$ cat src/hw/rtl/rrc_pkg.sv
// ----------------------------------------------------------------------------
// rrc_pkg: shared types and constants for the rotated rectangle corner unit
// fixed-point formats, cordic angle table and the word carried along the chain
// ----------------------------------------------------------------------------
`default_nettype none

package rrc_pkg;

    localparam int CORDIC_STEPS  = 16;
    localparam int FRACTION_BITS = 16;
    localparam int STEP_W        = 5;

    // reciprocal of the limit cordic gain in Q2.30
    localparam logic signed [32:0] GAIN_Q30 = 33'sd652032874;

    localparam logic [7:0] REG_WORLD_HEIGHT = 8'd0;
    localparam logic [7:0] REG_PIXEL_SCALE  = 8'd1;

    typedef struct packed {
        logic signed [32:0] x;
        logic signed [32:0] y;
        logic signed [32:0] z;
        logic [1:0]         quad;
        logic signed [31:0] cx;
        logic signed [31:0] cy;
        logic [30:0]        w;
        logic [30:0]        h;
    } t_cord;

    // arctangent of 2^-i in units of 2^32 per turn
    function automatic logic [31:0] atan_turns(input logic [STEP_W-1:0] i);
        logic [31:0] a;
        unique case (i)
            5'd0:  a = 32'h20000000;
            5'd1:  a = 32'h12E4051E;
            5'd2:  a = 32'h09FB385B;
            5'd3:  a = 32'h051111D4;
            5'd4:  a = 32'h028B0D43;
            5'd5:  a = 32'h0145D7E1;
            5'd6:  a = 32'h00A2F61E;
            5'd7:  a = 32'h00517C55;
            5'd8:  a = 32'h0028BE53;
            5'd9:  a = 32'h00145F2F;
            5'd10: a = 32'h000A2F98;
            5'd11: a = 32'h000517CC;
            5'd12: a = 32'h00028BE6;
            5'd13: a = 32'h000145F3;
            5'd14: a = 32'h0000A2FA;
            5'd15: a = 32'h0000517D;
            5'd16: a = 32'h000028BE;
            5'd17: a = 32'h0000145F;
            5'd18: a = 32'h00000A30;
            5'd19: a = 32'h00000518;
            5'd20: a = 32'h0000028C;
            5'd21: a = 32'h00000146;
            5'd22: a = 32'h000000A3;
            5'd23: a = 32'h00000051;
            5'd24: a = 32'h00000029;
            5'd25: a = 32'h00000014;
            5'd26: a = 32'h0000000A;
            5'd27: a = 32'h00000005;
            5'd28: a = 32'h00000003;
            5'd29: a = 32'h00000001;
            5'd30: a = 32'h00000001;
            default: a = 32'h00000000;
        endcase
        return a;
    endfunction

endpackage

`default_nettype wire

$ cat src/hw/rtl/rrc_cordic_cell.sv
// ----------------------------------------------------------------------------
// rrc_cordic_cell: one rotation-mode cordic iteration
// registers the rotated vector, residual angle and the rectangle word
// ----------------------------------------------------------------------------
`default_nettype none

module rrc_cordic_cell import rrc_pkg::*; (
    input  wire logic              i_clk,
    input  wire logic              i_rst_n,
    input  wire logic              i_en,
    input  wire logic [STEP_W-1:0] i_step,
    input  wire logic              i_valid,
    input  wire t_cord             i_word,
    output logic                   o_valid,
    output t_cord                  o_word
);

    logic  r_valid;
    t_cord r_word;
    t_cord n_word;
    logic signed [32:0] dx;
    logic signed [32:0] dy;
    logic signed [32:0] da;

    always_comb begin
        dx = i_word.y >>> i_step;
        dy = i_word.x >>> i_step;
        da = $signed({1'b0, atan_turns(i_step)});
        n_word = i_word;
        if (!i_word.z[32]) begin
            n_word.x = i_word.x - dx;
            n_word.y = i_word.y + dy;
            n_word.z = i_word.z - da;
        end else begin
            n_word.x = i_word.x + dx;
            n_word.y = i_word.y - dy;
            n_word.z = i_word.z + da;
        end
    end

    always_ff @(posedge i_clk) begin
        if (!i_rst_n) begin
            r_valid <= 1'b0;
        end else if (i_en) begin
            r_valid <= i_valid;
        end
    end

    always_ff @(posedge i_clk) begin
        if (i_en) begin
            r_word <= n_word;
        end
    end

    assign o_valid = r_valid;
    assign o_word  = r_word;

endmodule

`default_nettype wire

$ cat config.mk
export PLATFORM = sky130hd
export DESIGN_NAME = rrc_cordic_cell
export DESIGN_NICKNAME = d
export VERILOG_FILES = /design/src/hw/rtl/rrc_pkg.sv /design/src/hw/rtl/rrc_cordic_cell.sv
export SDC_FILE = /design/constraint.sdc
export NUM_CORES = 1
export LEC_CHECK = 0
export BUFFER_PORTS_ARGS = -buffer_cell sky130_fd_sc_hd__buf_2
export CORE_AREA = 2 2 209 211
export CTS_BUF_LIST = sky130_fd_sc_hd__clkbuf_4 sky130_fd_sc_hd__clkbuf_8
export CTS_CLUSTER_DIAMETER = 50
export CTS_CLUSTER_SIZE = 28
export DETAILED_ROUTE_END_ITERATION = 12
export DIE_AREA = 0 0 211 213
export GPL_ROUTABILITY_DRIVEN = 0
export PLACE_DENSITY = 0.69
export SLEW_MARGIN = 20
export SYNTH_ARGS = -nofsm -noshare
export SYNTH_HDL_FRONTEND = slang
export SYNTH_SLANG_ARGS = --single-unit
$ cat constraint.sdc
create_clock -name i_clk -period 19 [get_ports i_clk]
set_clock_uncertainty 0.05 [all_clocks]
set_input_delay 1.9 -clock i_clk [delete_from_list [all_inputs] [get_ports i_clk]]
set_output_delay 1.9 -clock i_clk [all_outputs]
set_load 0.1 [all_outputs]
# After elaboration in Yosys (flattened, before gate mapping)
# Memories as Yosys holds them, arrays and structs flattened.
# Cells that the tools add are included.
[totals]
regBits = 228
rom_bits = 960
inputBits = 236
mem_count = 1
[op_classes]
add_sub_neg = 6
n_shift = 2
muxes = 1
[memory_table]
columns = ["name", "words", "word_bits", "read_ports", "rd_clocked_by_memory_dff", "write_ports", "line", "rtl"]
rows = [
  ["(name not given)", 32, 30, 1, 0, 0, "rrc_pkg.sv:33", "unique case (i)"],
]
[ops]
columns = ["cell", "count"]
rows = [
  ["adder 33 bit", 3],
  ["2-to-1 mux 99 bit", 1],
  ["subtractor 33 bit", 3],
  [">>> shifter 33 x 5 -> 33 bit", 2],
]

# Depth between registers and ports, before layout
# Gate-level depths: netlist of run 1.
[logic_depth]
depth_word = 3
ltp_mapped = 28

# Worst setup path after synthesis of run 1
# No wires, ideal clock.
[synth_timing]
path_type = "in2reg"
start = "input port i_step[1]"
end = "register r_word (netlist bit o_word[153]) (data pin)"
setup_time_ns = 0.180
arrival_time_ns = 7.076
required_ns = 18.770
slack_ns = 11.694
cell_stages = 22
cell_sequence = "buf_2 inv_1 buf_1 ha_1 clkbuf_1 nand2b_1 a21oi_1 a311oi_1 nor4b_1 and3_1 or3b_2 nand2_1 xnor2_1 ha_1 a21o_1 a21o_1 a21oi_1 o211ai_1 a311oi_1 o21ai_0 a2111o_1 o311ai_1"
[synth_lines]
columns = ["element", "line", "rtl"]
rows = [
  ["start, declared", "rrc_cordic_cell.sv:11", "input wire logic [STEP_W-1:0] i_step,"],
  ["end signal, assigned", "rrc_cordic_cell.sv:51", "r_word <= n_word;"],
  ["end, declared", "rrc_cordic_cell.sv:19", "t_cord r_word;"],
]

==> results of run 1 <==
## per-layer routing
| layer | GRT usage (%) | wire length, um | vias up |
|---|---|---|---|
| met5 | 0 | 38 | - |
| met4 | 11.92 | 3060 | 6 |
| met3 | 7.839 | 8060 | 219 |
| met2 | 47.72 | 32050 | 1246 |
| met1 | 38.47 | 27020 | 8548 |
| li1 | - | - | 7938 |
## logic make-up after synthesis
group / after synthesis / share of synthesized area, %
AO/OA/AOI/OAI: 540 / 18.42
multiplexers: 170 / 14.86
buffers and inverters: 138 / 3.345
AND/OR/NAND/NOR: 497 / 12.87
flip-flops: 228 / 35.90
XOR/XNOR: 158 / 7.268
adder cells (fa/ha/maj): 110 / 7.333
## cell usage in the layout (no fill, tap or decap), types with 10 or more instances in the layout
cell / count
buf_2: 459
edfxtp_1: 227
a21oi_1: 161
nor2_1: 151
nand2_1: 120
ha_1: 106
xnor2_1: 103
o21ai_0: 91
mux4_2: 87
xor2_1: 55
mux2i_1: 52
inv_1: 40
a21o_1: 37
a31oi_1: 33
nor3_1: 33
nor2b_1: 31
mux2_2: 31
nand2b_1: 29
clkbuf_8: 29
o21a_1: 26
nand3_1: 25
and3_1: 25
o22ai_1: 21
and2_1: 21
buf_4: 19
o211ai_1: 15
o21bai_1: 14
a211oi_1: 13
a21boi_0: 11
a22oi_1: 11
o31ai_1: 10
## layout make-up
cell class / instances / area (sq um) / share of cell area [%]
Inverter: 44 / 165.2 / 0.7372
Timing Repair Buffer: 480 / 2466 / 11.01
Clock buffer: 30 / 406.6 / 1.815
Antenna cell: 5 / 12.51 / 0.05585
Tap cell: 546 / 683.2 / 3.049
Multi-Input combinational cell: 1475 / 11570 / 51.63
Clock inverter: 22 / 265.3 / 1.184
Sequential cell: 228 / 6837 / 30.52
## path summary, 6_finish.rpt
| kind | start | endpoint | slack, ns | depth (start not counted) |
|---|---|---|---|---|
| worst max-delay path | i_step[1] | o_word[225]$_DFFE_PP_ | 10.50 | 18 |
| worst min-delay path | o_valid$_SDFFE_PN0P_ | o_valid$_SDFFE_PN0P_ | 0.50 | 2 |
| worst max register to register | o_valid$_SDFFE_PN0P_ | o_valid$_SDFFE_PN0P_ | 18.32 | 2 |
| worst min register to register | o_valid$_SDFFE_PN0P_ | o_valid$_SDFFE_PN0P_ | 0.50 | 2 |
## stage by stage
stage	total power [uW]	setup slack [ns]
after global placement	1981	10.33
after CTS	2418	10.84
after detailed placement	1993	10.10
after floorplan	1732	11.69
final	2415	10.50
after global routing	2516	9.966
## power by group
part	switching, uW	total (uW)	leakage [uW]	internal, uW
Sequential	20.1	683	0.00223	663
Combinational	1000	1320	0.00663	315
Clock	246	417	0.000344	171
## sequential cells by signal (all words and copies together), names as in the netlist
register,flops
o_valid,1
o_word,227
## worst reg2reg max path, stage by stage, from the launching register on
cell and delay [ns]:
dfxtp_1 0.32, mux2i_1 0.15, nor2b_1 0.07
==> key figures, run 1 <==
Yosys
  – Post-synthesis sequential area ratio: 35.90%
  – Register bit total from synthesis: 228
  – Syn_area_per_cell: 10.34 sq um
  – Post-synth EDFFs: 227
  – Yosys warnings: 0
  – Synth Cell Area: 19040 sq um
  – Asr flop ratio synth: 0%
  – Synth Net Count: 2186
  – Synth area leader: edfxtp_1
  – Synth cell count leaders: edfxtp_1, a21oi_1, nor2_1
  – Synth Instances: 1841
  – Unique masters post-synth: 88
  – Top post-synthesis cells by area: edfxtp_1, mux4_2, ha_1
  – Synth Flop Type: edfxtp_1
  – Most common cell in the synthesized netlist: edfxtp_1
  – Synth top area share: 35.80%

CTS
  – TritonCTS Buffers: 28
  – CTS clk-pin slew, worst paths: 0.10 ns
  – CTS Root Cell: clkbuf_8
  – Clock Sinks: 228
  – Post-CTS setup buffers: 0
  – Cts repair resizes: 0
  – H-Tree Depth: 1
  – CTS tree: yes
  – Worst-Skew Late Latency: 0.63 ns
  – Clock buffer depth: 3
  – Hold_buf cts: 0

Pwr
  – Leak: 0.009203 uW
  – Pwr/cell area: 107.8 nW/um^2
  – Max VDD drop: 0.1079 mV

Detailed routing
  – WL final: 70220 um
  – Vias/cell: 6.345
  – DR WL/cell: 24.81 um
  – # DRC: 0
  – Initial DRC count: 2476
  – 1st-pass router iterations: 7
  – Via count: 17957
  – Final ANT Viol Nets: 0

Die
  – Die X: 211 um
  – Chip height: 213 um
  – Core area: 42700 sq um
  – Standard-cell rows: 76
  – I/O pin count: 464
  – Initial core utilization: 44.60%
  – Die area: 44940 sq um

STA
  – Max frequency: 117.7 MHz
  – RSZ-0062 raised after global routing: no
  – Setup_tns: 0 ns
  – Worst slew pin tran: 1.252 ns
  – Min cycle time layout: 8.498 ns
  – Endpoints failing setup: 0
  – Worst slew margin: 16.34%
  – Hold Fails Final Rpt: 0
  – Final hold slack: 0.4955 ns
  – Fin. max-slew vios: 0
  – Period utilization: 44.73%

Finish
  – Final core area utilization: 52.47%
  – Share of layout cells above drive strength 1: 29.79%
  – Fin area: 22400 sq um
  – Fillers: 3831
  – Area grow syn2layout: 17.66%
  – Fin cells: 2830
  – Nets: 2602

Global route
  – First-pass GRT wire length: 102900 um
  – Vias in the first global route: 17041
  – Pin count of the biggest net entering global routing: 90
  – Tot GR Track Use: 29.79%
  – GRT Residual Overflow: 0
  – Initial antenna violation count: 8

Worst setup path
  – Crit path DAT: 8.88 ns
  – CP max stage delay: 0.79 ns
  – Critical Path RT: 19.38 ns
  – Worst path slowest cell: buf_4
  – Startpoint Class: primary input
  – Worst-path maximum fanout: 72
  – CP cell instances: buf_4 -> buf_4 -> mux4_2 -> a22oi_1 -> o21ai_0 -> a21oi_1 -> nor4b_1 -> nand2_1 -> nor3_2 -> a21oi_1 -> xnor2_1 -> ha_1 -> nand4_1 -> nor4_1 -> o21ai_0 -> a21boi_0 -> a31oi_1 -> a2111oi_0
  – Crit path max-delay family: compound AO/OA/AOI/OAI gates
  – Worst path bufs/invs: 2
  – Crit Path Category: in -> reg
  – Crit path capture type: flip-flop

Placement
  – Placed insts: 2773
  – Port Buffer Count: 463
  – Post-DP HPWL: 53010 um
  – DP Area: 21720 sq um

Run status
  – Outcome: finished, final reports clean

Worst hold path
  – Hold WC Path Type: reg -> reg

Job
  – Max_cap viols: 0
Note: power is estimated with default switching activity, not from simulation.
==> inputs of run 2 (changes only) <==
- PLACE_DENSITY: 0.69 -> 0.71
- clock period: 19 -> 7.4 ns (I/O delays scaled with it)
==> run 2 against run 1 <==
Effect of this change:
- first-iteration DRC count is 1.5% lower
- combinational power increased to 2.6 times the previous value
- final area up 2.1%
- critical path type unchanged
- highest routed layer unchanged
==> key figures, run 2 (synthesis results as in run 1) <==
STA
  – RSZ-0062 raised after global routing: no (unchanged)
  – Final hold slack: 0.2021 ns (was 0.4955 ns)
  – Fin. max-slew vios: 0 (unchanged)
  – Worst slew margin: 33.53% (was 16.34%)
  – Hold Fails Final Rpt: 0 (unchanged)
  – Setup_tns: 0 ns (unchanged)
  – Worst setup margin: 0.7197 ns (was 10.50 ns)
  – Max frequency: 149.7 MHz
  – Min cycle time layout: 6.680 ns
  – Endpoints failing setup: 0 (unchanged)
  – Worst slew pin tran: 0.9970 ns (was 1.252 ns)
  – Period utilization: 90.27%

CTS
  – Clock Sinks: 228 (unchanged)
  – Hold_buf cts: 0 (unchanged)
  – Post-CTS setup buffers: 0 (unchanged)
  – CTS tree: yes (unchanged)
  – H-Tree Depth: 1 (unchanged)
  – TritonCTS Buffers: 30 (was 28)
  – CTS Root Cell: clkbuf_8 (unchanged)
  – Cts repair resizes: 0 (unchanged)
  – CTS clk-pin slew, worst paths: 0.11 ns (was 0.10 ns)
  – Clock buffer depth: 3 (unchanged)
  – Worst-Skew Late Latency: 0.64 ns (was 0.63 ns)

Detailed routing
  – Via count: 18215 (was 17957)
  – DR WL/cell: 24.67 um (was 24.81 um)
  – WL final: 70950 um (was 70220 um)
  – Vias/cell: 6.333 (was 6.345)
  – # DRC: 0 (unchanged)
  – 1st-pass router iterations: 7 (unchanged)
  – Final ANT Viol Nets: 0 (unchanged)
  – Initial DRC count: 2439 (was 2476)

Die
  – Standard-cell rows: 76 (unchanged)
  – Die area: 44940 sq um (unchanged)
  – Core area: 42700 sq um (unchanged)
  – I/O pin count: 464 (unchanged)
  – Chip height: 213 um (unchanged)
  – Die X: 211 um (unchanged)
  – Initial core utilization: 44.60% (unchanged)

Worst setup path
  – Worst path slowest cell: a311oi_1 (was buf_4)
  – Crit Path Category: in -> reg (unchanged)
  – Critical Path RT: 7.79 ns (was 19.38 ns)
  – Worst-path maximum fanout: 45 (was 72)
  – CP max stage delay: 0.65 ns (was 0.79 ns)
  – Crit path DAT: 7.07 ns (was 8.88 ns)
  – CP cell instances: buf_6 -> clkinv_1 -> ha_1 -> nand2b_1 -> a21oi_1 -> a311oi_1 -> nor4b_1 -> and3_1 -> or3b_2 -> nand2_1 -> xnor2_1 -> ha_1 -> a21o_1 -> a21o_1 -> a21oi_1 -> o211ai_1 -> a311oi_1 -> o21ai_0 -> a2111o_1 -> o311ai_1 (was buf_4 -> buf_4 -> mux4_2 -> a22oi_1 -> o21ai_0 -> a21oi_1 -> nor4b_1 -> nand2_1 -> nor3_2 -> a21oi_1 -> xnor2_1 -> ha_1 -> nand4_1 -> nor4_1 -> o21ai_0 -> a21boi_0 -> a31oi_1 -> a2111oi_0)
  – Crit path capture type: flip-flop (unchanged)
  – Startpoint Class: primary input (unchanged)

Global route
  – Pin count of the biggest net entering global routing: 91 (was 90)
  – Tot GR Track Use: 30.28% (was 29.79%)
  – First-pass GRT wire length: 104400 um (was 102900 um)
  – GRT Residual Overflow: 0 (unchanged)
  – Initial antenna violation count: 11 (was 8)
  – Vias in the first global route: 17471 (was 17041)

Pwr
  – Pwr/cell area: 278.3 nW/um^2 (was 107.8 nW/um^2)
  – Total power draw: 6363 uW (was 2415 uW)
  – Leak: 0.009456 uW (was 0.009203 uW)
  – Max VDD drop: 0.2111 mV (was 0.1079 mV)

Finish
  – Max reg flops: 227 (unchanged)
  – Most frequent cells in the layout: buf_2, edfxtp_1, a21oi_1 (unchanged)
  – Fin area: 22860 sq um (was 22400 sq um)
  – Nets: 2644 (was 2602)
  – Area grow syn2layout: 20.08% (was 17.66%)
  – Share of layout cells above drive strength 1: 31.08% (was 29.79%)
  – Commonest non-fill, non-tap cell in the layout: buf_2 (unchanged)

Placement
  – DP Area: 22060 sq um (was 21720 sq um)
  – Post-Place Setup Slack: 0.2196 ns (was 10.10 ns)
  – Port Buffer Count: 463 (unchanged)
  – Post-DP HPWL: 54560 um (was 53010 um)

Run status
  – Outcome: finished, final reports clean (unchanged)

Worst hold path
  – Hold WC Path Type: in -> reg (was reg -> reg)

Job
  – Max_cap viols: 0 (unchanged)
-- run 2: path summary, 6_finish.rpt --
path                                              end  cells after the start                 start  slack, ns
worst max-delay path            o_word[153]$_DFFE_PP_                     20             i_step[0]       0.72
worst min register to register   o_valid$_SDFFE_PN0P_                      2  o_valid$_SDFFE_PN0P_       0.49
worst max register to register   o_valid$_SDFFE_PN0P_                      2  o_valid$_SDFFE_PN0P_       6.75
worst min-delay path             o_word[22]$_DFFE_PP_                      1            i_word[22]       0.20
-- run 2: metrics by stage --
step,cells,utilization (%)
global route,2871,53.52
CTS,2869,53.51
global placement,2813,51.66
detailed placement,2813,51.66
finish,2876,53.55
floorplan,1841,-
-- run 2: layout make-up --
cell class	instances	area [sq um]
Clock buffer	33	454.2
Tap cell	546	683.2
Sequential cell	228	6837
Inverter	44	165.2
Fill cell	3730	19830
Multi-Input combinational cell	1475	11570
Timing Repair Buffer	520	2804
Clock inverter	23	335.3
Antenna cell	7	17.52
-- run 2: where the power goes --
part | switching, uW | leakage, uW | internal, uW
Sequential | 59.2 | 0.00223 | 1700
Clock | 643 | 0.000387 | 549
Combinational | 2580 | 0.00684 | 833
-- run 2: layer usage --
layer | global-route usage (%) | wire length, um
met1 | 37.50 | 26360
met2 | 49.25 | 32560
met3 | 8.339 | 8222
met4 | 14.04 | 3728
met5 | 0 | 80
-- run 2: critical path: cells and delay by family --
family          cells  cell delay (ns)
compound gates     10             2.50
xor+xnor            1             0.15
fa+ha+maj           2             1.00
buf+inv             2             0.87
simple gates        5             1.79
